===== config.mk =====
export PLATFORM = sky130hd
export DESIGN_NAME = labmr_job_queue
export DESIGN_NICKNAME = d
export VERILOG_FILES = /design/src/design/assert_macros.svh /design/src/design/labmr_pkg.sv /design/src/design/labmr_job_queue.sv
export SDC_FILE = /design/constraint.sdc
export NUM_CORES = 1
export LEC_CHECK = 0
export BUFFER_PORTS_ARGS = -buffer_cell sky130_fd_sc_hd__buf_4
export CAP_MARGIN = 10
export CORE_MARGIN = 2
export CORE_UTILIZATION = 46
export CTS_CLUSTER_DIAMETER = 40
export CTS_CLUSTER_SIZE = 14
export DETAILED_ROUTE_END_ITERATION = 12
export GPL_TIMING_DRIVEN = 0
export PLACE_DENSITY = 0.74
export SYNTH_ARGS = -nofsm -noshare
export SYNTH_HDL_FRONTEND = slang
export SYNTH_SLANG_ARGS = --single-unit

===== constraint.sdc =====
create_clock -name clk -period 2.3 [get_ports clk]
set_clock_uncertainty 0.15 [all_clocks]
set_input_delay 0.46 -clock clk [delete_from_list [all_inputs] [get_ports clk]]
set_output_delay 0.46 -clock clk [all_outputs]
set_load 0.05 [all_outputs]

===== src/design/assert_macros.svh =====
// assertion helpers for the rtl files, included by labmr_back
`ifndef ASSERT_MACROS_SVH
`define ASSERT_MACROS_SVH

// expression holds on every clock edge out of reset
`define ASSERT_ALWAYS(label, clk, rst, expr) \
  label: assert property (@(posedge clk) disable iff (rst) (expr)) \
    else $error("%m: invariant violated");

// antecedent implies consequent in the same cycle
`define ASSERT_IMPLIES(label, clk, rst, ante, cons) \
  label: assert property (@(posedge clk) disable iff (rst) (ante) |-> (cons)) \
    else $error("%m: implication violated");

// antecedent implies consequent in the next cycle
`define ASSERT_NEXT(label, clk, rst, ante, cons) \
  label: assert property (@(posedge clk) disable iff (rst) (ante) |=> (cons)) \
    else $error("%m: next-cycle implication violated");

`endif


===== src/design/labmr_pkg.sv =====
// ----------------------------------------------------------------------------
// labmr_pkg
// Shared constants, codes and types of the angular binning block.
// ----------------------------------------------------------------------------
`timescale 1ns / 1ps
`default_nettype none

package labmr_pkg;

  localparam int MAX_BINS    = 4096;
  localparam int BIN_AW      = $clog2(MAX_BINS);
  localparam int BIN_NUM_W   = 12;
  localparam int TOTAL_W     = 13;
  localparam int COUNT_W     = 17;
  localparam int QUO_W       = 16;
  localparam int TURN_CD     = 36000;
  localparam int HALF_CIRCLE = 18000;
  localparam int ENTRY_W     = 25;
  localparam int JOBQ_DEPTH  = 2;
  localparam int OUTQ_DEPTH  = 2;

  localparam logic signed [16:0] WSTART_RST = -17'sd18000;
  localparam logic signed [16:0] WEND_RST   = 17'sd18000;
  localparam logic [7:0]         ROT_RST    = 8'd10;
  localparam logic [15:0]        PRATE_RST  = 16'd4000;

  typedef enum logic [1:0] {
    REG_WINDOW_START  = 2'd0,
    REG_WINDOW_END    = 2'd1,
    REG_ROTATION_RATE = 2'd2,
    REG_POINT_RATE    = 2'd3
  } cfg_reg_t;

  typedef enum logic [1:0] {
    JOB_READ = 2'd0,
    JOB_ADD  = 2'd1,
    JOB_NOTE = 2'd2
  } job_op_t;

  typedef struct packed {
    job_op_t              op;
    logic [BIN_NUM_W-1:0] index;
    logic [15:0]          range_mm;
    logic [7:0]           str;
    logic [TOTAL_W-1:0]   total;
    logic                 overflow;
    logic                 empty;
  } job_t;

  typedef struct packed {
    logic                 accepted;
    logic [BIN_NUM_W-1:0] bin_number;
    logic [15:0]          range_mm;
    logic [7:0]           strength;
    logic                 empty;
    logic [TOTAL_W-1:0]   total;
    logic                 overflow;
  } result_t;

  typedef enum logic [2:0] {
    F_IDLE,
    F_CNT_GO,
    F_CNT_WAIT,
    F_CLASSIFY,
    F_IDX_WAIT,
    F_PUSH
  } front_state_t;

  typedef enum logic [2:0] {
    D_IDLE,
    D_MUL,
    D_LOAD,
    D_STEP,
    D_DONE
  } div_state_t;

  typedef enum logic [1:0] {
    B_CLEAR,
    B_IDLE,
    B_WRITE
  } back_state_t;

endpackage

`default_nettype wire


===== src/design/labmr_job_queue.sv =====
// ----------------------------------------------------------------------------
// labmr_job_queue
// Two-entry queue of classified jobs between the front and back ends.
// ----------------------------------------------------------------------------
`timescale 1ns / 1ps
`default_nettype none

module labmr_job_queue (
  input  logic            clk,
  input  logic            rst,
  input  logic            push,
  input  labmr_pkg::job_t din,
  output logic            full,
  input  logic            pop,
  output labmr_pkg::job_t head,
  output logic            empty
);
  import labmr_pkg::*;

  localparam int PW = $clog2(JOBQ_DEPTH);

  job_t            slots [JOBQ_DEPTH];
  logic [PW-1:0]   wr_ptr;
  logic [PW-1:0]   rd_ptr;
  logic [PW:0]     count;

  assign full  = count == (PW+1)'(JOBQ_DEPTH);
  assign empty = count == '0;
  assign head  = slots[rd_ptr];

  always_ff @(posedge clk) begin
    if (rst) begin
      wr_ptr <= '0;
      rd_ptr <= '0;
      count  <= '0;
    end else begin
      if (push && !full) begin
        wr_ptr <= wr_ptr + PW'(1);
      end
      if (pop && !empty) begin
        rd_ptr <= rd_ptr + PW'(1);
      end
      count <= count + (PW+1)'(push && !full) - (PW+1)'(pop && !empty);
    end
  end

  always_ff @(posedge clk) begin
    if (push && !full) begin
      slots[wr_ptr] <= din;
    end
  end

endmodule

`default_nettype wire


* Yosys cells after proc, flatten, opt, wreduce, memory -nomap -nowiden
Memory sizes are Yosys's and may differ from the RTL's. A register that Yosys moved wholly into a read port is not among the register bits.
Cells that the tools add are included.
** Operators by class
- Eq/ne operators :: 1
- Div/mod/pow operators :: 0
- Reductions and logical operators :: 5
- $add $sub $neg :: 4
- Bitwise logic cells :: 0
- Multiply operators :: 0
- Multiplexer cells :: 4
- Shift-type cells :: 0
- Order comparisons :: 0
** Operators with widths (count)
- 1-bit 2-to-1 mux :: 4
- 1-bit adder (second input constant) :: 2
- 2-bit by 1-bit adder with 2-bit output :: 1
- 2-bit == test (second input constant) :: 1
- 1-bit logical AND :: 2
- 1-bit logical NOT :: 2
- 2-bit logical NOT :: 1
- 2-bit by 1-bit subtractor with 2-bit output :: 1
** Word-level totals
- Latch bits :: 0
- Input port bits :: 57
- RAM bits :: 106
- Memories :: 1
- Output and inout port bits :: 55
- Memory bits (read-only) :: 0
- Bits in registers :: 4
** Memory list
- slots :: depth 2, bits a word 53, rd ports 1, clocked after Yosys merged registers in 1, write ports 1, RTL line labmr_job_queue.sv:22 : job_t slots [JOBQ_DEPTH];

* Longest topological paths before layout
- Depth after elaboration :: 5
- Mapped depth :: 8
- Gate-level depth less buffers :: 8

* Least setup slack after synthesis
Ideal clock, no wire load.
- Path type :: register to register
- Start point :: register count[0]
- End point :: memory slots[0][0] in the netlist's numbering, enable pin
- Stages on the path, launching flop included :: 5
- Path buffers :: 0
- Arrival :: 1997 ps
- Path slack :: -255 ps
- Setup time :: 407 ps
- Required time :: 1743 ps
- Cell sequence :: dfxtp_1 nand2b_2 inv_2 or3_1 inv_1
** On the way
- Cells in the longest elaborated chain, start to end :: 5
** Ends and longest elaborated chain
- start, declared :: RTL line labmr_job_queue.sv:25 : logic [PW:0] count;
- start signal, assigned :: RTL line labmr_job_queue.sv:43 : count <= count + (PW+1)'(push && !full) - (PW+1)'(pop && !empty);
- 2-bit == test :: RTL line labmr_job_queue.sv:27 : assign full = count == (PW+1)'(JOBQ_DEPTH);
- named net full :: RTL line labmr_job_queue.sv:13 : output logic full,
- 1-bit logical NOT :: RTL line labmr_job_queue.sv:48 : if (push && !full) begin
- 1-bit logical AND :: RTL line labmr_job_queue.sv:48
- 1-bit 2-to-1 mux :: RTL line labmr_job_queue.sv:48
- 1-bit 2-to-1 mux (implied by the code) :: RTL line labmr_job_queue.sv:49 : slots[wr_ptr] <= din;
- end, declared :: RTL line labmr_job_queue.sv:22
The timed path passes the listed nets, and every way through them passes these cells.

==> flow_summary.json <==
{
  "status": "complete, no violations",
  "fill_cells": 678,
  "crit_fanout": 10,
  "drv_slew": 0,
  "hold_viol": 0,
  "rsz0062_at_grt": "false",
  "wl_um": 6950,
  "die_x_um": 97.9,
  "end_kind": "output pin",
  "cts-root-buf": "clkbuf_8",
  "clkTransAtPathRegs_ns": 0.10,
  "antenna_cells": 0,
  "vdd_drop_max_v": 0.000721,
  "power_mw": 6.63,
  "finalSetupViolations": 0,
  "pre_cts_ws_ns": -0.305,
  "layout.nets": 375,
  "cts_max_level": 3,
  "drive_above_1_share_pct": 59.5,
  "gp_congestion": 0.658,
  "finalCriticalPeriod_ns": 2.21,
  "synth_seq_area_share_pct": 80.9,
  "synth_area_leader_cell": "edfxtp_1",
  "grt_pass1_wl_um": 10900,
  "worst_ep_required_time_ns": 1.69,
  "syn_avg_cell_area_um2": 21.1,
  "tritoncts": "done",
  "cts.sinks": 111,
  "seqCellArea_um2": 3280,
  "portBuffers": 111,
  "fmax_ghz": 0.452,
  "clkLatencyLatePin_ns": 0.35,
  "coreArea_um2": 8640,
  "wl_per_cell_um": 16.2,
  "grt_max_degree": 54,
  "worstHoldStart": "din[1]",
  "rows": 34,
  "ys_ff_latch": 111,
  "hold_path_end": "slots[1][1]",
  "grt_pass1_vias": 2218,
  "place_area_um2": 5030,
  "dr.pass1.iters": 4,
  "synth_edf_count": 106,
  "min_period_over_period_pct": 96.1,
  "critPathKind": "flip-flop to output pin",
  "via_count": 2103,
  "cellPowerDensity_nw_per_um2": 1260,
  "worstMarginPinSlew_ns": 0.676,
  "hpwl_um": 4350,
  "worstRegToRegCells": 4,
  "cts_buffers": 9,
  "r2r_end": "slots[0][20]",
  "drc_errors": 0,
  "hp-class": "input port to flip-flop",
  "die_h_um": 97.9,
  "start_util_pct": 47.0,
  "clock_path_buffers": 2,
  "ys_types": 21,
  "utilization_pct": 61.0,
  "multi_input_area_um2": 716,
  "syn_nets": 251,
  "synthesis.area_um2": 4060,
  "ioPinCount": 112,
  "ant_nets": 0,
  "hold-path-cell-count": 1,
  "timing.rr.start": "count[0]",
  "cap_violations": 0,
  "yosysMostFrequentCell": "edfxtp_1",
  "netlist_instances": 192,
  "synthFlopType": "edfxtp_1",
  "ys_warn_count": 0,
  "power.leakage_nw": 1.98,
  "worstPathArrival_ns": 1.60,
  "stdcell_area_um2": 5270,
  "whs_ns": 0.127,
  "antenna_found_initial": 0,
  "rrSetupSlack_ns": 0.19,
  "synth_commonest_cells": "edfxtp_1 (106), mux2_2 (53), buf_4 (5), dfxtp_1 (5), nor2_1 (4)",
  "synth_top_area_share_pct": 78.5,
  "start_kind": "flip-flop",
  "syn_to_final_growth_pct": 30.0,
  "vias_per_cell": 4.90,
  "grt_overflow": 0,
  "slew-limit-headroom_pct": 54.9,
  "fin_ws_ns": 0.0889,
  "synthTopCellsByArea": "edfxtp_1 (78%), mux2_2 (15%), dfxtp_1 (2.5%), buf_4 (0.93%), ha_1 (0.62%)",
  "synthArstFlopShare_pct": 0,
  "grt.total_usage_pct": 14.8,
  "drtIter0Drc": 78,
  "die_area_um2": 9590
}
power by group:
group	switching (mW)	internal [mW]	total, mW	leakage (nW)
combinational	1.87	0.970	2.84	0.846
sequential	0.0790	2.58	2.65	1.03
clock	0.623	0.506	1.13	0.101
total	2.58	4.05	6.63	1.98
how the worst max path moves through the flow:
stage / endpoint / slack [ns]
after CTS: head[21] / 0.002
after detailed placement: slots[0][28] / -0.31
after floorplan: slots[0][0] / 0.1
after global placement: slots[0][19] / -0.26
final: head[21] / 0.09
after global routing: head[4] / 0.005
flip-flops by register name, indices dropped and copies added, names as in the netlist, named ones only:
name,cells
wr_ptr,1
rd_ptr,1
count,2
slots,106
per-stage QoR:
stage               cells  setup TNS, ns
floorplan             192              0
global placement      411         -13.79
detailed placement    411         -16.04
CTS                   428              0
global route          429              0
finish                429              0
area by class of cell:
cell class	count	share of cell area [%]
sequential	111	62.3
timing repair buffer	112	16.2
multi-input combinational	71	13.6
tap	108	2.56
clock buffer	9	2.35
clock inverter	7	1.33
buffer	6	1.21
inverter	4	0.356
timing repair inverter	1	0.142
cells by family (layout without fill, tap and decap cells):
kind of cell | after synthesis | count (layout) | share of synthesized area (%)
flip-flops | 111 | 111 | 80.9
multiplexers | 53 | 53 | 14.7
AND/OR/NAND/NOR | 11 | 11 | 1.45
buffers and inverters | 10 | 139 | 1.42
AO/OA/AOI/OAI | 3 | 3 | 0.432
adder cells (fa/ha/maj) | 2 | 2 | 0.617
XOR/XNOR | 2 | 2 | 0.432
placed cells by master (no fill, tap or decap), drive strengths merged, types with 2 or more instances in the layout:
cell type	n
mux2	53
inv	5
ha	2
clkbuf	10
clkinvlp	2
buf	117
edfxtp	106
clkinv	4
nor2	4
dfxtp	5
what timing repair did:
item,CTS,global route
hold endpoints to repair,0,0
buffers inserted,0,0
gates resized for setup,1,6
cloned,1,0
hold buffers,0,0
endpoints found under the setup margin,53,50
critical path, cell delays in order, from the launching register on:
cell      delay, ns
dfxtp_1        0.31
clkbuf_4       0.21
buf_6          0.18
mux2_2         0.35
buf_4          0.19
routing by layer:
layer	routed length [um]	part of all wire, %	GRT usage, %	vias up
met2	3560	51	24.8	73
met4	76	1.1	5.13	0
met1	2820	41	18.2	1032
met3	494	7.1	4.87	10
met5	0	0	0	-
li1	-	-	-	988
(Power assumes the default switching activity.)
