File: config.mk
export PLATFORM = sky130hd
export DESIGN_NAME = labmr_front
export DESIGN_NICKNAME = d
export VERILOG_FILES = /design/src/design/assert_macros.svh /design/src/design/labmr_pkg.sv /design/src/design/labmr_div.sv /design/src/design/labmr_front.sv
export SDC_FILE = /design/constraint.sdc
export NUM_CORES = 2
export LEC_CHECK = 0
export ABC_AREA = 1
export BUFFER_PORTS_ARGS = -buffer_cell sky130_fd_sc_hd__buf_4
export CORE_UTILIZATION = 58
export CTS_CLUSTER_DIAMETER = 200
export CTS_CLUSTER_SIZE = 25
export DETAILED_ROUTE_END_ITERATION = 8
export HOLD_SLACK_MARGIN = 0.1
export PLACE_DENSITY_LB_ADDON = 0.15
export SLEW_MARGIN = 5
export SYNTH_ARGS = -nofsm -noshare
export SYNTH_HDL_FRONTEND = slang
export SYNTH_HIERARCHICAL = 1
export SYNTH_SLANG_ARGS = --single-unit
File: constraint.sdc
create_clock -name clk -period 7 [get_ports clk]
set_input_delay 1.05 -clock clk [delete_from_list [all_inputs] [get_ports clk]]
set_output_delay 1.05 -clock clk [all_outputs]
set_load 0.02 [all_outputs]
File: src/design/assert_macros.svh
// assertion helpers for the rtl files, included by labmr_back
`ifndef ASSERT_MACROS_SVH
`define ASSERT_MACROS_SVH

// expression holds on every clock edge out of reset
`define ASSERT_ALWAYS(label, clk, rst, expr) \
  label: assert property (@(posedge clk) disable iff (rst) (expr)) \
    else $error("%m: invariant violated");

// antecedent implies consequent in the same cycle
`define ASSERT_IMPLIES(label, clk, rst, ante, cons) \
  label: assert property (@(posedge clk) disable iff (rst) (ante) |-> (cons)) \
    else $error("%m: implication violated");

// antecedent implies consequent in the next cycle
`define ASSERT_NEXT(label, clk, rst, ante, cons) \
  label: assert property (@(posedge clk) disable iff (rst) (ante) |=> (cons)) \
    else $error("%m: next-cycle implication violated");

`endif

File: src/design/labmr_pkg.sv
// ----------------------------------------------------------------------------
// labmr_pkg
// Shared constants, codes and types of the angular binning block.
// ----------------------------------------------------------------------------
`timescale 1ns / 1ps
`default_nettype none

package labmr_pkg;

  localparam int MAX_BINS    = 4096;
  localparam int BIN_AW      = $clog2(MAX_BINS);
  localparam int BIN_NUM_W   = 12;
  localparam int TOTAL_W     = 13;
  localparam int COUNT_W     = 17;
  localparam int QUO_W       = 16;
  localparam int TURN_CD     = 36000;
  localparam int HALF_CIRCLE = 18000;
  localparam int ENTRY_W     = 25;
  localparam int JOBQ_DEPTH  = 2;
  localparam int OUTQ_DEPTH  = 2;

  localparam logic signed [16:0] WSTART_RST = -17'sd18000;
  localparam logic signed [16:0] WEND_RST   = 17'sd18000;
  localparam logic [7:0]         ROT_RST    = 8'd10;
  localparam logic [15:0]        PRATE_RST  = 16'd4000;

  typedef enum logic [1:0] {
    REG_WINDOW_START  = 2'd0,
    REG_WINDOW_END    = 2'd1,
    REG_ROTATION_RATE = 2'd2,
    REG_POINT_RATE    = 2'd3
  } cfg_reg_t;

  typedef enum logic [1:0] {
    JOB_READ = 2'd0,
    JOB_ADD  = 2'd1,
    JOB_NOTE = 2'd2
  } job_op_t;

  typedef struct packed {
    job_op_t              op;
    logic [BIN_NUM_W-1:0] index;
    logic [15:0]          range_mm;
    logic [7:0]           str;
    logic [TOTAL_W-1:0]   total;
    logic                 overflow;
    logic                 empty;
  } job_t;

  typedef struct packed {
    logic                 accepted;
    logic [BIN_NUM_W-1:0] bin_number;
    logic [15:0]          range_mm;
    logic [7:0]           strength;
    logic                 empty;
    logic [TOTAL_W-1:0]   total;
    logic                 overflow;
  } result_t;

  typedef enum logic [2:0] {
    F_IDLE,
    F_CNT_GO,
    F_CNT_WAIT,
    F_CLASSIFY,
    F_IDX_WAIT,
    F_PUSH
  } front_state_t;

  typedef enum logic [2:0] {
    D_IDLE,
    D_MUL,
    D_LOAD,
    D_STEP,
    D_DONE
  } div_state_t;

  typedef enum logic [1:0] {
    B_CLEAR,
    B_IDLE,
    B_WRITE
  } back_state_t;

endpackage

`default_nettype wire

File: src/design/labmr_div.sv
// ----------------------------------------------------------------------------
// labmr_div
// Iterative scaler: round(value * point_rate / (36000 * rotation_rate)),
// one quotient bit per cycle.
// ----------------------------------------------------------------------------
`timescale 1ns / 1ps
`default_nettype none

module labmr_div (
  input  logic        clk,
  input  logic        rst,
  input  logic        start,
  input  logic [15:0] value,
  input  logic [7:0]  rot,
  input  logic [15:0] prate,
  output logic        done,
  output logic [labmr_pkg::QUO_W-1:0] quotient
);
  import labmr_pkg::*;

  div_state_t state, state_next;
  logic [15:0]       val;
  logic [7:0]        rr;
  logic [15:0]       pr;
  logic [31:0]       prod;
  logic [23:0]       dd;
  logic [32:0]       rem;
  logic [39:0]       sh;
  logic [QUO_W-1:0]  quo;
  logic [3:0]        step;
  logic [39:0]       rem_ext;
  logic              ge;

  assign rem_ext = {7'b0, rem};
  assign ge      = rem_ext >= sh;

  always_ff @(posedge clk) begin
    if (rst) begin
      state <= D_IDLE;
    end else begin
      state <= state_next;
    end
  end

  always_comb begin
    state_next = state;
    unique case (state)
      D_IDLE: if (start) state_next = D_MUL;
      D_MUL:  state_next = D_LOAD;
      D_LOAD: state_next = D_STEP;
      D_STEP: if (step == 4'd0) state_next = D_DONE;
      D_DONE: state_next = D_IDLE;
      default: state_next = D_IDLE;
    endcase
  end

  always_comb begin
    done     = (state == D_DONE);
    quotient = quo;
  end

  always_ff @(posedge clk) begin
    case (state)
      D_IDLE: begin
        if (start) begin
          val <= value;
          rr  <= rot;
          pr  <= prate;
        end
      end
      D_MUL: begin
        prod <= {16'b0, val} * {16'b0, pr};
        dd   <= 24'(TURN_CD) * {16'b0, rr};
      end
      D_LOAD: begin
        // numerator 2*v*p + d, divisor 2*d aligned to the top quotient bit
        rem  <= {prod, 1'b0} + {9'b0, dd};
        sh   <= {dd, 1'b0, 15'b0};
        quo  <= '0;
        step <= 4'(QUO_W - 1);
      end
      D_STEP: begin
        if (ge) begin
          rem <= 33'(rem_ext - sh);
        end
        quo  <= {quo[QUO_W-2:0], ge};
        sh   <= sh >> 1;
        step <= step - 4'd1;
      end
      default: begin
      end
    endcase
  end

endmodule

`default_nettype wire

File: src/design/labmr_front.sv
// ----------------------------------------------------------------------------
// labmr_front
// Accepts items, holds the window registers, works out the bin count and
// the bin index of a point, and hands a classified job to the back end.
// ----------------------------------------------------------------------------
`timescale 1ns / 1ps
`default_nettype none

module labmr_front (
  input  logic                  clk,
  input  logic                  rst,
  input  logic                  cfg_write,
  input  logic [1:0]            cfg_index,
  input  logic [16:0]           cfg_data,
  input  logic                  push,
  output logic                  full,
  input  logic                  kind,
  input  logic [15:0]           raw_angle,
  input  logic [15:0]           distance_mm,
  input  logic [7:0]            strength,
  input  logic [11:0]           read_index,
  input  logic                  hold,
  output logic                  job_push,
  output labmr_pkg::job_t       job,
  input  logic                  job_full
);
  import labmr_pkg::*;

  front_state_t state, state_next;

  logic signed [16:0] ws;
  logic signed [16:0] we;
  logic [7:0]         rot;
  logic [15:0]        prate;
  logic               dirty;
  logic [COUNT_W-1:0] count;

  logic               it_kind;
  logic [15:0]        it_angle;
  logic [15:0]        it_dist;
  logic [7:0]         it_str;
  logic [11:0]        it_ridx;

  logic               div_start;
  logic [15:0]        div_value;
  logic               div_done;
  logic [QUO_W-1:0]   quo;

  logic signed [17:0] span;
  logic               full_win;
  logic               cnt_zero;
  logic [15:0]        cnt_value;
  logic [15:0]        norm;
  logic signed [17:0] ws18;
  logic signed [17:0] wsm18;
  logic [16:0]        diff;
  logic [15:0]        ofs_full;
  logic signed [16:0] sgn;
  logic [17:0]        ofs_part18;
  logic               drop;
  logic [15:0]        offset;
  logic [TOTAL_W-1:0] total;
  logic [COUNT_W-1:0] idx;
  logic               accept;

  assign accept = push && !full;

  // window geometry
  assign span      = $signed({we[16], we}) - $signed({ws[16], ws});
  assign full_win  = span >= 18'sd36000;
  assign cnt_zero  = (rot == 8'd0) || (prate == 16'd0) || (!full_win && span[17]);
  assign cnt_value = full_win ? 16'(TURN_CD) : span[15:0];
  assign total     = (count > COUNT_W'(MAX_BINS)) ? TOTAL_W'(MAX_BINS) : count[TOTAL_W-1:0];

  // angle reduced into the circle
  assign norm = (it_angle >= 16'(TURN_CD)) ? 16'(it_angle - 16'(TURN_CD)) : it_angle;

  // window start reduced into the circle
  assign ws18 = $signed({ws[16], ws});
  always_comb begin
    if (ws18 < -18'sd36000) begin
      wsm18 = ws18 + 18'sd72000;
    end else if (ws18 < 18'sd0) begin
      wsm18 = ws18 + 18'sd36000;
    end else if (ws18 >= 18'sd36000) begin
      wsm18 = ws18 - 18'sd36000;
    end else begin
      wsm18 = ws18;
    end
  end

  assign diff     = {1'b0, norm} - {1'b0, wsm18[15:0]};
  assign ofs_full = diff[16] ? 16'(diff + 17'(TURN_CD)) : diff[15:0];

  // partial window works on the signed angle
  assign sgn        = $signed({1'b0, norm}) -
                      ((norm >= 16'(HALF_CIRCLE)) ? 17'sd36000 : 17'sd0);
  assign drop       = !full_win && ((sgn < ws) || (sgn > we));
  assign ofs_part18 = 18'($signed({sgn[16], sgn}) - $signed({ws[16], ws}));
  assign offset     = full_win ? ofs_full : ofs_part18[15:0];
  assign idx        = {1'b0, quo};

  labmr_div u_div (
    .clk      (clk),
    .rst      (rst),
    .start    (div_start),
    .value    (div_value),
    .rot      (rot),
    .prate    (prate),
    .done     (div_done),
    .quotient (quo)
  );

  always_ff @(posedge clk) begin
    if (rst) begin
      state <= F_IDLE;
    end else begin
      state <= state_next;
    end
  end

  always_comb begin
    state_next = state;
    unique case (state)
      F_IDLE:     if (accept) state_next = dirty ? F_CNT_GO : F_CLASSIFY;
      F_CNT_GO:   state_next = cnt_zero ? F_CLASSIFY : F_CNT_WAIT;
      F_CNT_WAIT: if (div_done) state_next = F_CLASSIFY;
      F_CLASSIFY: begin
        if (!it_kind && count != '0 && !drop) begin
          state_next = F_IDX_WAIT;
        end else begin
          state_next = F_PUSH;
        end
      end
      F_IDX_WAIT: if (div_done) state_next = F_PUSH;
      F_PUSH:     if (!job_full) state_next = F_IDLE;
      default:    state_next = F_IDLE;
    endcase
  end

  always_comb begin
    full      = (state != F_IDLE) || hold;
    div_start = 1'b0;
    div_value = offset;
    job_push  = 1'b0;
    unique case (state)
      F_CNT_GO: begin
        div_start = !cnt_zero;
        div_value = cnt_value;
      end
      F_CLASSIFY: div_start = !it_kind && count != '0 && !drop;
      F_PUSH:     job_push = !job_full;
      default: begin
      end
    endcase
  end

  // configuration registers
  always_ff @(posedge clk) begin
    if (rst) begin
      ws    <= WSTART_RST;
      we    <= WEND_RST;
      rot   <= ROT_RST;
      prate <= PRATE_RST;
    end else if (cfg_write) begin
      unique case (cfg_reg_t'(cfg_index))
        REG_WINDOW_START:  ws    <= $signed(cfg_data);
        REG_WINDOW_END:    we    <= $signed(cfg_data);
        REG_ROTATION_RATE: rot   <= cfg_data[7:0];
        REG_POINT_RATE:    prate <= cfg_data[15:0];
        default: begin
        end
      endcase
    end
  end

  // bin count is recomputed on the first item after reset or any register write
  always_ff @(posedge clk) begin
    if (rst) begin
      dirty <= 1'b1;
    end else if (cfg_write) begin
      dirty <= 1'b1;
    end else if ((state == F_CNT_GO && cnt_zero) || (state == F_CNT_WAIT && div_done)) begin
      dirty <= 1'b0;
    end
  end

  always_ff @(posedge clk) begin
    if (state == F_CNT_GO && cnt_zero) begin
      count <= '0;
    end else if (state == F_CNT_WAIT && div_done) begin
      count <= idx + COUNT_W'(1);
    end
  end

  always_ff @(posedge clk) begin
    if (accept) begin
      it_kind  <= kind;
      it_angle <= raw_angle;
      it_dist  <= distance_mm;
      it_str   <= strength;
      it_ridx  <= read_index;
    end
    if (state == F_CLASSIFY) begin
      job.range_mm <= it_dist;
      job.str      <= it_str;
      job.total    <= total;
      job.overflow <= 1'b0;
      job.empty    <= 1'b0;
      job.index    <= '0;
      job.op       <= JOB_NOTE;
      if (it_kind) begin
        job.index <= it_ridx;
        if ({5'b0, it_ridx} >= COUNT_W'(MAX_BINS)) begin
          job.overflow <= 1'b1;
          job.empty    <= 1'b1;
        end else begin
          job.op <= JOB_READ;
        end
      end
    end
    if (state == F_IDX_WAIT && div_done) begin
      if (idx >= count) begin
        job.op    <= JOB_NOTE;
        job.index <= '0;
      end else if (idx >= COUNT_W'(MAX_BINS)) begin
        job.op       <= JOB_NOTE;
        job.index    <= idx[BIN_NUM_W-1:0];
        job.overflow <= 1'b1;
      end else begin
        job.op    <= JOB_ADD;
        job.index <= idx[BIN_NUM_W-1:0];
      end
    end
  end

endmodule

`default_nettype wire

Word level (Yosys, flattened, before mapping)
Index checks and enable logic that the tools add are counted.
- bits in registers: 371
- output and inout port bits: 55
- add/sub/neg operators: 13
- multipliers: 2
- order comparisons: 12
- equality and inequality tests: 19
- multiplexer cells: 36
- reduce and logical (&&, ||, !) cells: 38
- operator list (operator ; number):
    two-way mux 16 bit ; 9
    one-hot mux 40 bit (2 select lines) ; 1
    one-hot mux 33 bit (2 select lines) ; 1
    two-way mux 14 bit ; 4
    two-way mux 53 bit ; 1
    >= comparator 33 x 40 -> 1 bit ; 1
    subtractor 16 x 16 -> 17 bit ; 2
    adder 33 x 24 -> 33 bit ; 1
    two-way mux 33 bit ; 1
    subtractor 33 bit ; 1
    adder 16 bit (second input constant) ; 2
    multiplier 16 x 16 -> 32 bit ; 1
    one-hot mux 16 bit (2 select lines) ; 1
    subtractor 16 bit (second input constant) ; 2
    multiplier 11 x 8 -> 19 bit (first input constant) ; 1
    >= comparator 18 x 17 -> 1 bit (second input constant) ; 1
    two-way mux 3 bit ; 6
    one-hot mux 3 bit (6 select lines) ; 1
    subtractor 17 x 17 -> 18 bit ; 1
    adder 16 x 1 -> 17 bit (second input constant) ; 1
    >= comparator 16 x 17 -> 1 bit ; 1
    >= comparator 17 bit (second input constant) ; 1
    > comparator 17 x 13 -> 1 bit (second input constant) ; 1
    > comparator 17 bit ; 1
    other kinds (36) ; 77

Longest topological paths before layout
- depth in word-level cells: 13
- mapped depth: 39

Modules after synthesis
Netlist, hierarchy kept.
- by module, submodules not included (module ; instances ; cells each ; area each (um^2) ; seq. area each (um^2)):
    labmr_div ; 1 ; 2746 ; 21144.0 ; 5585.4
    labmr_front ; 1 ; 1453 ; 11673.7 ; 4724.5

Worst setup path before layout
No wires, ideal clock.
- path type: register to register
- from: register it_angle[8]
- to: register u_div.pr[0], enable pin
- arrival: 6.264 ns
- setup slack: 0.298 ns
- stages on the path, launching flop included: 35
- clock period less this slack: 6.702 ns
- path through: edfxtp_1 -> nor2_2 -> nor2_1 -> o31ai_4 -> nand3_4 -> nand2_4 -> xor2_2 -> nor2_1 -> inv_2 -> nor3_2 -> nand2_1 -> nand2_1 -> a31oi_1 -> inv_1 -> ha_1 -> ha_1 -> nor2_1 -> nor2_1 -> nand2_1 -> a21oi_2 -> o21ai_1 -> xor2_1 -> ha_1 -> nand2_1 -> nor3_1 -> and3_1 -> nand4_1 -> nand3_1 -> xor2_1 -> o211ai_1 -> nand2_1 -> nand2_1 -> o21ai_0 -> inv_1 -> nor2_1
- word-level cells in the longest chain between the ends: 12
- ends and longest elaborated chain (element ; line ; RTL):
    start, declared ; labmr_front.sv:39 ; logic [15:0] it_angle;
    start signal, assigned ; labmr_front.sv:199 ; it_angle <= raw_angle;
    subtractor 16 bit or >= comparator 16 bit (tied branches) ; labmr_front.sv:76 ; assign norm = (it_angle >= 16'(TURN_CD)) ? 16'(it_angle - 16'(TURN_CD)) : it_angle;
    two-way mux 16 bit * ; labmr_front.sv:76 ;
    >= comparator 16 x 15 -> 1 bit ; labmr_front.sv:97 ; ((norm >= 16'(HALF_CIRCLE)) ? 17'sd36000 : 17'sd0);
    two-way mux 16 bit ; labmr_front.sv:97 ;
    subtractor 16 x 16 -> 17 bit * ; labmr_front.sv:96 ; assign sgn = $signed({1'b0, norm}) -
    less-than comparator 17 bit or > comparator 17 bit (tied branches) ; labmr_front.sv:98 ; assign drop = !full_win && ((sgn < ws) || (sgn > we));
    logical OR 1 bit * ; labmr_front.sv:98 ;
    logical AND 1 bit * ; labmr_front.sv:98 ;
    zero test 1 bit * ; labmr_front.sv:151 ; F_CLASSIFY: div_start = !it_kind && count != '0 && !drop;
    logical AND 1 bit * ; labmr_front.sv:151 ;
    one-hot mux 1 bit (2 select lines) * ; labmr_front.sv:146 ; unique case (state)
    named net div_start ; labmr_front.sv:44 ; logic div_start;
    AND reduction 2 bit (no line) * ; n/a ;
    end signal, assigned ; labmr_div.sv:68 ; pr <= prate;
    end, declared ; labmr_div.sv:24 ; logic [15:0] pr;
Mark *: on every way through the listed nets, which the timed path passes. The rest lies on a longest branch.
A chain may end at the register's enable or synchronous reset.

Final worst setup path
- from: register it_angle[12]
- to: register u_div.val[6], enable pin
- word-level cells in the longest chain between the ends: 12
- ends and longest elaborated chain (element ; line ; RTL):
    subtractor 16 bit or >= comparator 16 bit (tied branches) ; labmr_front.sv:76 ;
    two-way mux 16 bit * ; labmr_front.sv:76 ;
    >= comparator 16 x 15 -> 1 bit ; labmr_front.sv:97 ;
    two-way mux 16 bit ; labmr_front.sv:97 ;
    subtractor 16 x 16 -> 17 bit * ; labmr_front.sv:96 ;
    less-than comparator 17 bit or > comparator 17 bit (tied branches) ; labmr_front.sv:98 ;
    logical OR 1 bit * ; labmr_front.sv:98 ;
    logical AND 1 bit * ; labmr_front.sv:98 ;
    zero test 1 bit * ; labmr_front.sv:151 ;
    logical AND 1 bit * ; labmr_front.sv:151 ;
    one-hot mux 1 bit (2 select lines) * ; labmr_front.sv:146 ;
    named net div_start ; labmr_front.sv:44 ;
    AND reduction 2 bit (no line) * ; n/a ;
    end signal, assigned ; labmr_div.sv:66 ; val <= value;
    end, declared ; labmr_div.sv:22 ; logic [15:0] val;
Marked as above.

==> run summary <==
- finished, final reports clean — run status
- 62 — Netlist cell types
- 0.914 — final cycle utilization of the critical path
- 0.58 ns — clock latency of the later-clocked register in the worst-skew pair
- 240 um — Horiz. Die Dim
- 0.604 ns — least setup slack across all paths after layout
- 0.314 — post-synthesis sequential area ratio
- 371 — CTS Sinks
- 7.23 ns — data required time at the worst endpoint
- 26.6k — routed via count
- nand2_1 — crit-path most repeated cell
- 0.0643 — fraction of layout instances using a drive strength above 1
- 6.62 ns — Data arrival, critical path
- 10300 um2 — area occupied by registers
- 0 — number of routed nets with antenna violations
- edfxtp_1 — most instantiated flip-flop cell in the synthesis netlist
- 86 — Core Rows
- 4778 — Synth Net Count
- 0.769 ns — Post-Place Setup Slack
- 0 — fraction of synthesis flops using an asynchronous set or reset pin
- 2044 — violation count after the first detailed-route iteration
- 66.8 mm — total half-perimeter wirelength after legalization and detailed placement
- 5 — crit path buf inv count
- 1.14 ns — Least-Margin Pin Slew
- simple AND/OR/NAND/NOR gates — dominant delay contributor by cell family on the critical path
- it_angle[12] — worst setup path startpoint
- 0.632 — Util after Layout
- 0 — final slew viol count
- 40 — largest driver fanout on the critical path
- 18 — CTS Buf Count
- 6 — TritonRoute pass-1 iters
- 16.5 um — routed length per instance
- 7.82 um2 — Mapped Avg Cell Area
- 2 — antenna violations before repair
- it_angle[12] — r2r startpoint
- 240 um — vertical die dimension
- 0.995 — final weighted congestion in routability-driven placement
- register — critical path startpoint category
- 0 — Post CTS Setup Buffer Count
- 55500 um2 — Core Box Area
- 0 — remaining routing DRC violations
- 0.242 — slew margin rel.
- no — setup repair after global routing missed its margin
- 0.11 ns — CTS clock-pin slew for the worst setup and hold paths
- met4 — highest metal layer with signal wires
- 18800 um2 — area of the multi-input gates
- 57500 um2 — DIE AREA
- 0 — CTS Hold Bufs
- 0 — max-cap viol count
- 37.5 mm — M1 WL
- 371 — register bit count reported by yosys
- 6.95% — layout-stage area growth over the synthesis result
- 1 — H-tree levels
- 0.293 — GRT Total Usage
- 0 — number of gates resized after CTS
- 156 MHz — Fmax
- 5077 — filler cell count
- register — endpoint type of the worst setup path
- 0 — count of endpoints failing hold in the final timing report
- 6.40 ns — Final Critical Period
- 133 mm — global-route wire length before repair
- 32800 um2 — netlist area before placement
- 25.3k — number of global-route vias before repair
- reg -> reg — worst min path class
- 3 — CTS max path bufs
- rot[0] — origin of the worst min-delay path
- 0 — grt ovf
- reg -> reg — Worst Setup Path Type
- 0.48 ns — CP peak stage delay
- 82.9 mm — final routed wirelength across all metal layers
- 6 — number of warnings issued by yosys
- 4.09 mm — met3 wire length
- 4844 — Total Nets Final
- 131 — Buffers on Ports
- 0 ns — TNS Setup
- 288 — number of synthesized flops with an enable pin
- edfxtp_1 — slowest library cell on the worst path
- 82 — largest net degree at the start of global routing
- clkbuf_16 — CTS root buf
- 133 — Top-Level Pins
- 0.591 — starting utilization of the core area
- 0 — number of failing setup endpoints in the final timing report
- 5.29 — Via-to-Cell Ratio
- 0.0573 ns — Setup Skew
- 4199 — count of mapped cells out of synthesis
- 39.5 mm — sum of met2 wire segment lengths after detailed routing
- done — TritonCTS clock tree
==> synth_stat cells, drive strengths merged, types with 6 or more instances <==
cell type     n  area, um2
a31oi        12       75.1
o21ai       166        838
o21bai       10       78.8
nand2      1145       4370
clkbuf       94        353
nand3b       19        143
buf          18        103
a21o         16        120
or2          11       68.8
nor2        319       1240
xor2         87        785
nand4        24        150
a21oi       189        957
nand3       184        978
o211ai       28        210
inv         868       3260
nor4         12       81.3
edfxtp      288       8650
dfxtp        83       1660
ha          292       3650
o22ai         6       37.5
o31ai         6       58.8
fa          209       4180
nor3         52        285
xnor2        22        193
==> kinds of logic (layout without fill, tap and decap cells) <==
| logic type | Yosys count | after routing | share of synthesized area |
|---|---|---|---|
| other | 1 | 3 | 0.000114 |
| adder cells (fa/ha/maj) | 501 | 501 | 0.239 |
| buffers and inverters | 981 | 1059 | 0.113 |
| AND/OR/NAND/NOR | 1780 | 1780 | 0.226 |
| AO/OA/AOI/OAI | 456 | 456 | 0.0781 |
| flip-flops | 371 | 371 | 0.314 |
| XOR/XNOR | 109 | 109 | 0.0298 |
==> worst reg2reg max path: cells and delay by family (launching register included) <==
family	cells	cell delay, ns
XOR/XNOR	3	0.79
AND/OR/NAND/NOR	18	2.39
adder cells (fa/ha/maj)	3	0.72
flip-flops	1	0.48
AO/OA/AOI/OAI	5	0.94
buffers and inverters	5	0.68
==> final timing paths <==
check / endpoint / slack, ns / depth (start not counted)
max: u_div/val[6] / 0.60 / 34
min: u_div/rr[0] / 0.41 / 0
max reg2reg: u_div/val[6] / 0.60 / 34
min reg2reg: u_div/rr[0] / 0.41 / 0
==> area by class of cell <==
class	count	area share
repair buffers	158	0.0341
diodes	2	0.000143
flip-flops and latches	371	0.294
well taps	748	0.0267
multi-input cells	2847	0.537
clock inverters	2	0.00171
inverters	869	0.0930
clock buffers	30	0.0141
==> per-layer routing <==
layer / vias to the layer above / track usage
li1: 13300 / -
met1: 12500 / 0.406
met2: 685 / 0.499
met3: 93 / 0.0235
met4: 0 / 0.0693
met5: - / 0
==> stage by stage <==
| stage | std cells | instance area (um2) | hold slack [ns] |
|---|---|---|---|
| 2_1_floorplan | 4199 | 32800 | 0.400 |
| 3_3_place_gp | 4993 | 34500 | 0.400 |
| 3_5_place_dp | 4993 | 34500 | 0.405 |
| 4_1_cts | 5025 | 35100 | 0.406 |
| 5_1_grt | 5026 | 35100 | 0.427 |
| 6_report | 5027 | 35100 | 0.410 |
==> sequential cells by signal, summed over array words and instances, names as in the netlist, 17 cells and up <==
register	cells
count	17
we	17
u_div/dd	19
u_div/rem	33
job	52
u_div/sh	40
ws	17
u_div/prod	32
==> cell usage in the layout (no fill, tap or decap), types with 9 or more instances in the layout <==
cell | synthesis | routed
nor4_1 | 11 | 11
nand4_1 | 24 | 24
clkbuf_1 | 94 | 12
a21oi_1 | 186 | 186
nor2_2 | 13 | 13
nor3_1 | 47 | 45
fa_1 | 209 | 209
xnor2_1 | 22 | 22
xor2_1 | 84 | 84
clkbuf_16 | 0 | 18
a31oi_1 | 12 | 12
dfxtp_1 | 83 | 83
o211ai_1 | 28 | 28
o21ai_0 | 150 | 150
nand3_2 | 9 | 9
o21bai_1 | 9 | 9
ha_1 | 292 | 292
inv_1 | 847 | 847
o21ai_1 | 14 | 14
buf_4 | 5 | 157
nand3_1 | 174 | 174
nand2_1 | 1123 | 1122
nand2_2 | 19 | 20
a21o_1 | 16 | 16
nor2_1 | 305 | 302
edfxtp_1 | 288 | 288
nand3b_1 | 19 | 19
inv_2 | 21 | 20
Power is left out: the tool's default activity adds up to more than one toggle a clock period on the data nets, which glitch-free logic cannot reach.
